--- src/hdl/mlqs_pkg.sv ---
`timescale 1ns / 1ps
// ----------------------------------------------------------------------------
// mlqs_pkg
// Shared types and constants of the multilevel queue scheduler.
// ----------------------------------------------------------------------------
package mlqs_pkg;

   localparam logic [1:0] STATUS_IDLE    = 2'd0;
   localparam logic [1:0] STATUS_RAN     = 2'd1;
   localparam logic [1:0] STATUS_ACCEPT  = 2'd2;
   localparam logic [1:0] STATUS_DROP    = 2'd3;

   localparam logic [1:0] LEVEL_HIGH   = 2'd0;
   localparam logic [1:0] LEVEL_MIDDLE = 2'd1;
   localparam logic [1:0] LEVEL_LOW    = 2'd2;

   localparam logic       CMD_TICK   = 1'b0;
   localparam logic       CMD_ARRIVE = 1'b1;

   localparam logic [3:0] HIGH_QUOTA_RESET   = 4'd6;
   localparam logic [3:0] MIDDLE_QUOTA_RESET = 4'd4;

   localparam logic [0:0] CSR_HIGH_QUOTA   = 1'd0;
   localparam logic [0:0] CSR_MIDDLE_QUOTA = 1'd1;

   typedef struct packed {
      logic       cmd;
      logic [9:0] job_tag;
      logic [1:0] level;
      logic [3:0] prio;
      logic [7:0] svc_ticks;
   } req_type;

   typedef struct packed {
      logic [1:0]  status;
      logic [9:0]  ran_tag;
      logic [1:0]  ran_level;
      logic        finished;
      logic [15:0] done_tick;
      logic [15:0] turnaround;
      logic [15:0] wait_ticks;
   } rsp_type;

   typedef enum logic [2:0] {
      ST_IDLE,
      ST_SCAN,
      ST_UPDATE,
      ST_SHIFT,
      ST_OUT
   } state_type;

endpackage

--- src/hdl/multilevel_queue_scheduler.sv ---
`timescale 1ns / 1ps
// Order: an arrival or an idle tick presents its result in the cycle after
// acceptance; a tick with jobs queued scans the chosen queue, then updates
// the chosen job and, when the job completes, closes the gap in its queue
// before the result is given, all through the one shared memory.
// Flow: one transaction at a time; a new one is taken only when idle and no result is pending.
// Reset: synchronous; queues empty, time zero, quotas and credits at 6 and 4.
// ----------------------------------------------------------------------------
// multilevel_queue_scheduler
// Three-class job scheduler; each class queue lives in one shared memory.
// ----------------------------------------------------------------------------
module multilevel_queue_scheduler
   import mlqs_pkg::*;
#(
   parameter int QUEUE_DEPTH = 16,
   parameter int TIME_BITS   = 16
) (
   input  logic    clock,
   input  logic    reset,
   input  logic    req_valid,
   output logic    req_ready,
   input  req_type req_data,
   output logic    rsp_valid,
   input  logic    rsp_ready,
   output rsp_type rsp_data,
   input  logic       csr_write,
   input  logic [0:0] csr_index,
   input  logic [3:0] csr_wdata
);

   localparam int IDX_BITS = (QUEUE_DEPTH > 1) ? $clog2(QUEUE_DEPTH) : 1;
   localparam int CNT_BITS = $clog2(QUEUE_DEPTH + 1);
   localparam int ADR_BITS = IDX_BITS + 2;
   localparam logic [TIME_BITS-1:0] TIME_MAX = {TIME_BITS{1'b1}};

   typedef struct packed {
      logic [9:0]           tag;
      logic [3:0]           prio;
      logic [7:0]           service;
      logic [7:0]           remain;
      logic [TIME_BITS-1:0] arrival;
   } entry_type;

   entry_type mem [1 << ADR_BITS];
   entry_type rd_data_ff;
   logic              mem_we;
   logic [ADR_BITS-1:0] mem_waddr, mem_raddr;
   entry_type         mem_wdata;

   always_ff @(posedge clock) begin
      if (mem_we) mem[mem_waddr] <= mem_wdata;
      rd_data_ff <= mem[mem_raddr];
   end

   state_type state_ff, state_in;
   logic [CNT_BITS-1:0] cnt_ff [3];
   logic [CNT_BITS-1:0] cnt_in [3];
   logic [TIME_BITS-1:0] now_ff, now_in;
   logic [3:0] hq_ff, mq_ff, hc_ff, mc_ff, hc_in, mc_in;
   logic [1:0] sel_ff, sel_in;
   logic [CNT_BITS-1:0] ptr_ff, ptr_in;       // read address issued
   logic [IDX_BITS-1:0] best_ff, best_in;
   entry_type best_e_ff, best_e_in;
   logic [IDX_BITS-1:0] sh_ff, sh_in;         // gap-closing position
   rsp_type rsp_ff, rsp_in;
   logic rsp_valid_ff, rsp_valid_in;
   logic [CNT_BITS-1:0] cur_cnt;
   logic better;
   logic [TIME_BITS-1:0] done_t;
   logic [TIME_BITS:0]   turn_t;
   logic [TIME_BITS:0]   wait_t;

   assign cur_cnt = cnt_ff[sel_ff];

   always_comb begin
      case (sel_ff)
         LEVEL_HIGH:   better = rd_data_ff.prio < best_e_ff.prio;
         LEVEL_MIDDLE: better = rd_data_ff.service < best_e_ff.service;
         default:      better = rd_data_ff.arrival < best_e_ff.arrival;
      endcase
   end

   // the tick count has already advanced, so it is the completion time
   assign done_t = now_ff;
   assign turn_t = {1'b0, done_t} - {1'b0, best_e_ff.arrival};
   assign wait_t = turn_t[TIME_BITS] ? '0 :
                   ((turn_t >= (TIME_BITS+1)'(best_e_ff.service)) ?
                    turn_t - (TIME_BITS+1)'(best_e_ff.service) : '0);

   function automatic logic [15:0] sat16(input logic [TIME_BITS:0] v);
      logic [TIME_BITS+16:0] w;
      w = (TIME_BITS+17)'(v);
      sat16 = (w > (TIME_BITS+17)'(16'hFFFF)) ? 16'hFFFF : w[15:0];
   endfunction

   assign req_ready = (state_ff == ST_IDLE) && !rsp_valid_ff;
   assign rsp_valid = rsp_valid_ff;
   assign rsp_data  = rsp_ff;

   // next state
   always_comb begin
      state_in = state_ff;
      case (state_ff)
         ST_IDLE: begin
            if (req_valid && req_ready && req_data.cmd == CMD_TICK) begin
               if (cnt_ff[0] != '0 || cnt_ff[1] != '0 || cnt_ff[2] != '0)
                  state_in = ST_SCAN;
            end
         end
         ST_SCAN:   if (ptr_ff >= cur_cnt) state_in = ST_UPDATE;
         ST_UPDATE: state_in = (best_e_ff.remain <= 8'd1) ? ST_SHIFT : ST_IDLE;
         ST_SHIFT: begin
            if (CNT_BITS'(sh_ff) + CNT_BITS'(2) >= cur_cnt) state_in = ST_OUT;
         end
         ST_OUT:    state_in = ST_IDLE;
         default:   state_in = ST_IDLE;
      endcase
   end

   // datapath and outputs
   always_comb begin
      cnt_in = cnt_ff;
      now_in = now_ff;
      hc_in = hc_ff;
      mc_in = mc_ff;
      sel_in = sel_ff;
      ptr_in = ptr_ff;
      best_in = best_ff;
      best_e_in = best_e_ff;
      sh_in = sh_ff;
      rsp_in = rsp_ff;
      rsp_valid_in = rsp_valid_ff && !rsp_ready;
      mem_we = 1'b0;
      mem_waddr = '0;
      mem_wdata = best_e_ff;
      mem_raddr = {sel_ff, ptr_ff[IDX_BITS-1:0]};
      case (state_ff)
         ST_IDLE: begin
            if (req_valid && req_ready) begin
               rsp_in = '0;
               rsp_valid_in = 1'b1;
               if (req_data.cmd == CMD_ARRIVE) begin
                  rsp_in.ran_tag = req_data.job_tag;
                  rsp_in.ran_level = req_data.level;
                  if (req_data.level == 2'd3 ||
                      cnt_ff[req_data.level] >= CNT_BITS'(QUEUE_DEPTH)) begin
                     rsp_in.status = STATUS_DROP;
                  end else begin
                     rsp_in.status = STATUS_ACCEPT;
                     mem_we = 1'b1;
                     mem_waddr = {req_data.level,
                                  cnt_ff[req_data.level][IDX_BITS-1:0]};
                     mem_wdata.tag = req_data.job_tag;
                     mem_wdata.prio = req_data.prio;
                     mem_wdata.service = req_data.svc_ticks;
                     mem_wdata.remain = req_data.svc_ticks;
                     mem_wdata.arrival = now_ff;
                     cnt_in[req_data.level] = cnt_ff[req_data.level] + 1'b1;
                  end
               end else begin
                  rsp_in.status = STATUS_IDLE;
                  if (cnt_ff[0] != '0 && cnt_ff[1] != '0) begin
                     if (hc_ff != '0) begin
                        sel_in = LEVEL_HIGH;
                        hc_in = hc_ff - 1'b1;
                     end else begin
                        sel_in = LEVEL_MIDDLE;
                        if (mc_ff <= 4'd1) begin
                           hc_in = hq_ff;
                           mc_in = mq_ff;
                        end else begin
                           mc_in = mc_ff - 1'b1;
                        end
                     end
                  end else if (cnt_ff[0] != '0) begin
                     sel_in = LEVEL_HIGH;
                     if (hc_ff != '0) hc_in = hc_ff - 1'b1;
                  end else if (cnt_ff[1] != '0) begin
                     sel_in = LEVEL_MIDDLE;
                  end else begin
                     sel_in = LEVEL_LOW;
                  end
                  // issue read of entry 0 for the scan
                  mem_raddr = {sel_in, {IDX_BITS{1'b0}}};
                  ptr_in = CNT_BITS'(1);
                  best_in = '0;
                  if (now_ff != TIME_MAX) now_in = now_ff + 1'b1;
                  if (cnt_ff[0] == '0 && cnt_ff[1] == '0 && cnt_ff[2] == '0)
                     rsp_valid_in = 1'b1;
                  else
                     rsp_valid_in = 1'b0;
               end
            end
         end
         ST_SCAN: begin
            // data for entry ptr-1 is available now
            if (ptr_ff == CNT_BITS'(1)) begin
               best_e_in = rd_data_ff;
               best_in = '0;
            end else if (better) begin
               best_e_in = rd_data_ff;
               best_in = IDX_BITS'(ptr_ff - 1'b1);
            end
            if (ptr_ff < cur_cnt) ptr_in = ptr_ff + 1'b1;
         end
         ST_UPDATE: begin
            rsp_in = '0;
            rsp_in.status = STATUS_RAN;
            rsp_in.ran_tag = best_e_ff.tag;
            rsp_in.ran_level = sel_ff;
            if (best_e_ff.remain <= 8'd1) begin
               rsp_in.finished = 1'b1;
               rsp_in.done_tick = sat16({1'b0, done_t});
               rsp_in.turnaround = sat16(turn_t[TIME_BITS] ? '0 : turn_t);
               rsp_in.wait_ticks = sat16(wait_t);
               sh_in = best_ff;
               mem_raddr = {sel_ff, IDX_BITS'(CNT_BITS'(best_ff) + 1'b1)};
            end else begin
               mem_we = 1'b1;
               mem_waddr = {sel_ff, best_ff};
               mem_wdata.remain = best_e_ff.remain - 1'b1;
               rsp_valid_in = 1'b1;
            end
         end
         ST_SHIFT: begin
            if (CNT_BITS'(sh_ff) + CNT_BITS'(1) < cur_cnt) begin
               mem_we = 1'b1;
               mem_waddr = {sel_ff, sh_ff};
               mem_wdata = rd_data_ff;
            end
            sh_in = sh_ff + 1'b1;
            mem_raddr = {sel_ff, IDX_BITS'(CNT_BITS'(sh_ff) + CNT_BITS'(2))};
         end
         ST_OUT: begin
            cnt_in[sel_ff] = cur_cnt - 1'b1;
            rsp_valid_in = 1'b1;
         end
         default: ;
      endcase
   end

   always_ff @(posedge clock) begin
      if (reset) begin
         state_ff <= ST_IDLE;
         cnt_ff[0] <= '0;
         cnt_ff[1] <= '0;
         cnt_ff[2] <= '0;
         now_ff <= '0;
         hq_ff <= HIGH_QUOTA_RESET;
         mq_ff <= MIDDLE_QUOTA_RESET;
         hc_ff <= HIGH_QUOTA_RESET;
         mc_ff <= MIDDLE_QUOTA_RESET;
         rsp_valid_ff <= 1'b0;
      end else begin
         state_ff <= state_in;
         cnt_ff <= cnt_in;
         now_ff <= now_in;
         hc_ff <= hc_in;
         mc_ff <= mc_in;
         rsp_valid_ff <= rsp_valid_in;
         if (csr_write) begin
            case (csr_index)
               CSR_HIGH_QUOTA:   hq_ff <= csr_wdata;
               CSR_MIDDLE_QUOTA: mq_ff <= csr_wdata;
               default: ;
            endcase
         end
      end
   end

   always_ff @(posedge clock) begin
      sel_ff <= sel_in;
      ptr_ff <= ptr_in;
      best_ff <= best_in;
      best_e_ff <= best_e_in;
      sh_ff <= sh_in;
      rsp_ff <= rsp_in;
   end

endmodule

--- config.mk ---
export PLATFORM = sky130hd
export DESIGN_NAME = multilevel_queue_scheduler
export DESIGN_NICKNAME = d
export VERILOG_FILES = /design/src/hdl/mlqs_pkg.sv /design/src/hdl/multilevel_queue_scheduler.sv
export SDC_FILE = /design/constraint.sdc
export NUM_CORES = 2
export LEC_CHECK = 0
export ABC_AREA = 1
export CORE_ASPECT_RATIO = 1.5
export CORE_MARGIN = 4
export CORE_UTILIZATION = 40
export CTS_BUF_LIST = sky130_fd_sc_hd__clkbuf_16
export DETAILED_ROUTE_END_ITERATION = 8
export DONT_BUFFER_PORTS = 1
export GPL_ROUTABILITY_DRIVEN = 0
export PLACE_DENSITY_LB_ADDON = 0.12
export SLEW_MARGIN = 40
export SYNTH_ARGS = -nofsm -noshare
export SYNTH_HDL_FRONTEND = slang
export SYNTH_SLANG_ARGS = --single-unit
--- constraint.sdc ---
create_clock -name clock -period 6.94 [get_ports clock]
set_input_delay 0.347 -clock clock [delete_from_list [all_inputs] [get_ports clock]]
set_output_delay 0.347 -clock clock [all_outputs]
set_load 0.03 [all_outputs]
==> impl_metrics.yaml <==
outcome:
  outcome: "finished, violations left"
  violations: "DRC"
logic_synthesis:
  syn_area_um2: 141000
  synthFlopType: "edfxtp_1"
  yosysSeqAreaShare: 0.667
  synth_compound_area_frac: 0.0129
  synth.area.mux_share: 0
  avgSynthCellArea_um2: 11.0
  synth_top_family_by_area: "simple AND/OR/NAND/NOR gates"
  synthAdderAreaFrac: 0.00720
  synth_nets: 12900
  synth-edff-count: 3068
  synth-seq-cells: 3165
  synth-simple-area-share: 0.233
  synth-async-reset-ratio: 0
  yosysUniqueCellTypes: 52
  synth_xor_area_frac: 0.00155
  synth_cells: 12800
  synth_warnings: 0
timing:
  rsz0062_at_grt: "no"
  max_freq_mhz: 183
  fin_hold_ws_ns: 0.109
  fin_tns_setup_ns: 0
  hold_viol_final: 0
  final.period_utilization: 0.789
  worst_pin_slew_ns: 0.951
  drv_slew: 0
  max_slew_margin: 0.366
  setup_violations: 0
  skew_ns: 0.0426
  fin_crit_ns: 5.48
floorplan:
  ioPinCount: 100
  die_area_um2: 362000
  initial_core_util: 0.403
  dieWidth_um: 493
  num_rows: 266
  fp.dieH_um: 735
  core_um2: 350000
setup_path:
  cp_data_required_time_ns: 7.49
  slowest_stage: "o21ai_0"
  critPathKind: "reg2reg"
  critPathMostFrequentCell: "inv_1"
  cp_slowest_stage_delay_ns: 0.69
  crit_family: "simple AND/OR/NAND/NOR gates"
  start_kind: "flip-flop"
  worst-path-buf-inv: 6
  crit_chain: "inv_1, nor2_1, inv_1, o21ai_0, ha_1, nand2_1, inv_1, nand4_1, nand2_1, nor2_4, inv_1, nand2_1, inv_1, o22ai_1, and2_1, nand2_1, nor2_4, buf_4"
  path_max_fanout: 20
  setup.worst_path.end_class: "flip-flop"
  arrival_ns: 6.02
layout:
  drive_above_1_share: 0.0692
  nets: 12800
  final_common_cell: "nand3_1"
  finalInstanceArea_um2: 158000
  area_growth_pct: 12.2
  fin_cells: 17600
  mostFrequentLayoutCells: "3189 x nand3_1, 3068 x edfxtp_1, 1985 x inv_1, 1899 x nand2_1, 1139 x nand3b_1"
worst_hold_path:
  hold_path_class: "in2reg"
global_route:
  grt_usage: 0.240
  grt_first_pass_wirelength_um: 652000
  antenna_found_initial: 25
  grt_pass1_vias: 93800
  globalRouteOverflowTotal: 0
  grt_start_max_net_pins: 169
clocking:
  cts_root_buffer: "clkbuf_16"
  clk-insertion-delay-late_ns: 0.90
  cts_tree: "built"
  numCtsBuffers: 310
  clockBufferDepth: 4
  cts_sinks: 3165
  clkTransAtPathRegs_ns: 0.06
  htreeDepth: 5
  ctsResizeCount: 0
place:
  dpl-instance-area_um2: 148000
  hpwl_um: 262000
  dp.cells: 17000
  port_buffers: 0
power:
  leakagePower_nw: 61.0
  vdd_drop_max_mv: 0.300
  p_per_area_nw_per_um2: 419
detailed_routing:
  routedWlPerCell_um: 25.4
  routed_via_density: 5.45
  antenna_left: 0
  drt_first_pass_iters: 9
  vias: 96100
  first_iter_violations: 10200
  routed_wl_um: 447000
  drc: 52
flow_run:
  maxCapViolCount: 0
power breakdown:
part	internal, mW	total, mW	switching, mW
clock network	9.36	16.7	7.31
logic	6.02	24.6	18.6
registers	24.1	25.0	0.874
state kept, by name (all words and copies together), names as in the netlist:
name / flops
cnt_ff: 15
hc_ff: 4
state_ff: 3
mem: 2944
sh_ff: 4
mq_ff: 4
rsp_data: 63
done_t: 16
hq_ff: 4
rsp_valid: 1
best_ff: 4
rd_data_ff: 46
sel_ff: 2
ptr_ff: 5
best_e_ff: 46
mc_ff: 4
path summary, 6_finish.rpt:
check	from	to	slack [ns]	cells after the start
setup / recovery	sel_ff[0]	mem[47][6]	1.46	18
hold / removal	req_data[2]	mem[58][18]	0.11	2
setup reg to reg	sel_ff[0]	mem[47][6]	1.46	18
hold reg to reg	hq_ff[0]	hq_ff[0]	0.46	2
metal layers:
| layer | part of all wire | vias to the layer above | GRT usage |
|---|---|---|---|
| met5 | 0.000029 | - | 0 |
| met4 | 0.036 | 2 | 0.0805 |
| met3 | 0.058 | 739 | 0.0261 |
| met2 | 0.51 | 3365 | 0.423 |
| met1 | 0.40 | 48100 | 0.309 |
| li1 | - | 43900 | - |
worst reg2reg max path: cells and delay by family, from the launching register on:
kind | cells | cell delay [ns]
AOI/OAI and AO/OA | 2 | 1.28
buffers and inverters | 6 | 0.97
adders and majority gates | 1 | 0.37
DFF | 1 | 0.41
and+or+nand+nor | 9 | 2.11
metrics by stage:
step / util / worst slack [ns] / power, mW
floorplan: - / 1.86 / 39.4
global placement: 0.422 / 1.53 / 49.7
detailed placement: 0.422 / 1.59 / 49.9
CTS: 0.451 / 1.58 / 66.6
global route: 0.452 / 1.22 / 69.3
finish: 0.452 / 1.46 / 66.3
logic make-up (layout without fill, tap and decap cells):
logic type | count (synthesis) | after routing
compound gates | 301 | 301
other cells | 0 | 8
xor+xnor | 25 | 25
buf+inv | 2745 | 2842
fa+ha+maj | 80 | 80
flops | 3165 | 3165
simple gates | 6515 | 6515
area by class of cell:
cell class / instances / area, µm²
antenna: 8 / 20.0
timing repair buffer: 370 / 4220
fill: 32200 / 192000
clock inverter: 229 / 1650
sequential: 3165 / 94100
inverter: 1919 / 7220
tap: 4690 / 5870
multi-input combinational: 6921 / 37100
clock buffer: 324 / 8110
cell usage after synthesis (all sizes together), types with 2 or more instances:
cell,n,area (µm²)
o31ai,3,22.5
a21oi,93,465
o2111ai,6,52.6
dfxtp,97,1940
o21ai,92,464
fa,2,40.0
inv,1918,7200
o211ai,18,135
a32oi,2,17.5
nor3b,3,22.5
ha,78,976
nor4,3,18.8
a22oi,3,22.5
o21bai,2,15.0
a41oi,2,17.5
a211oi,4,30.0
xor2,16,140
o21a,9,67.6
a22o,3,26.3
o221ai,28,245
nand3b,1139,8550
nor2,218,873
a221oi,2,17.5
buf,620,3060
clkbuf,206,773
nand4,17,113
o22ai,25,156
nand3,3194,16000
nand2,1905,7160
a31oi,5,31.3
xnor2,9,78.8
or2,4,25.0
nor3,30,155
edfxtp,3068,92100
repair_timing:
action	CTS	global route
setup buffers	0	0
hold endpoints to repair	65	6
hold buffers	29	1
Power figures use the tool's default switching activity.
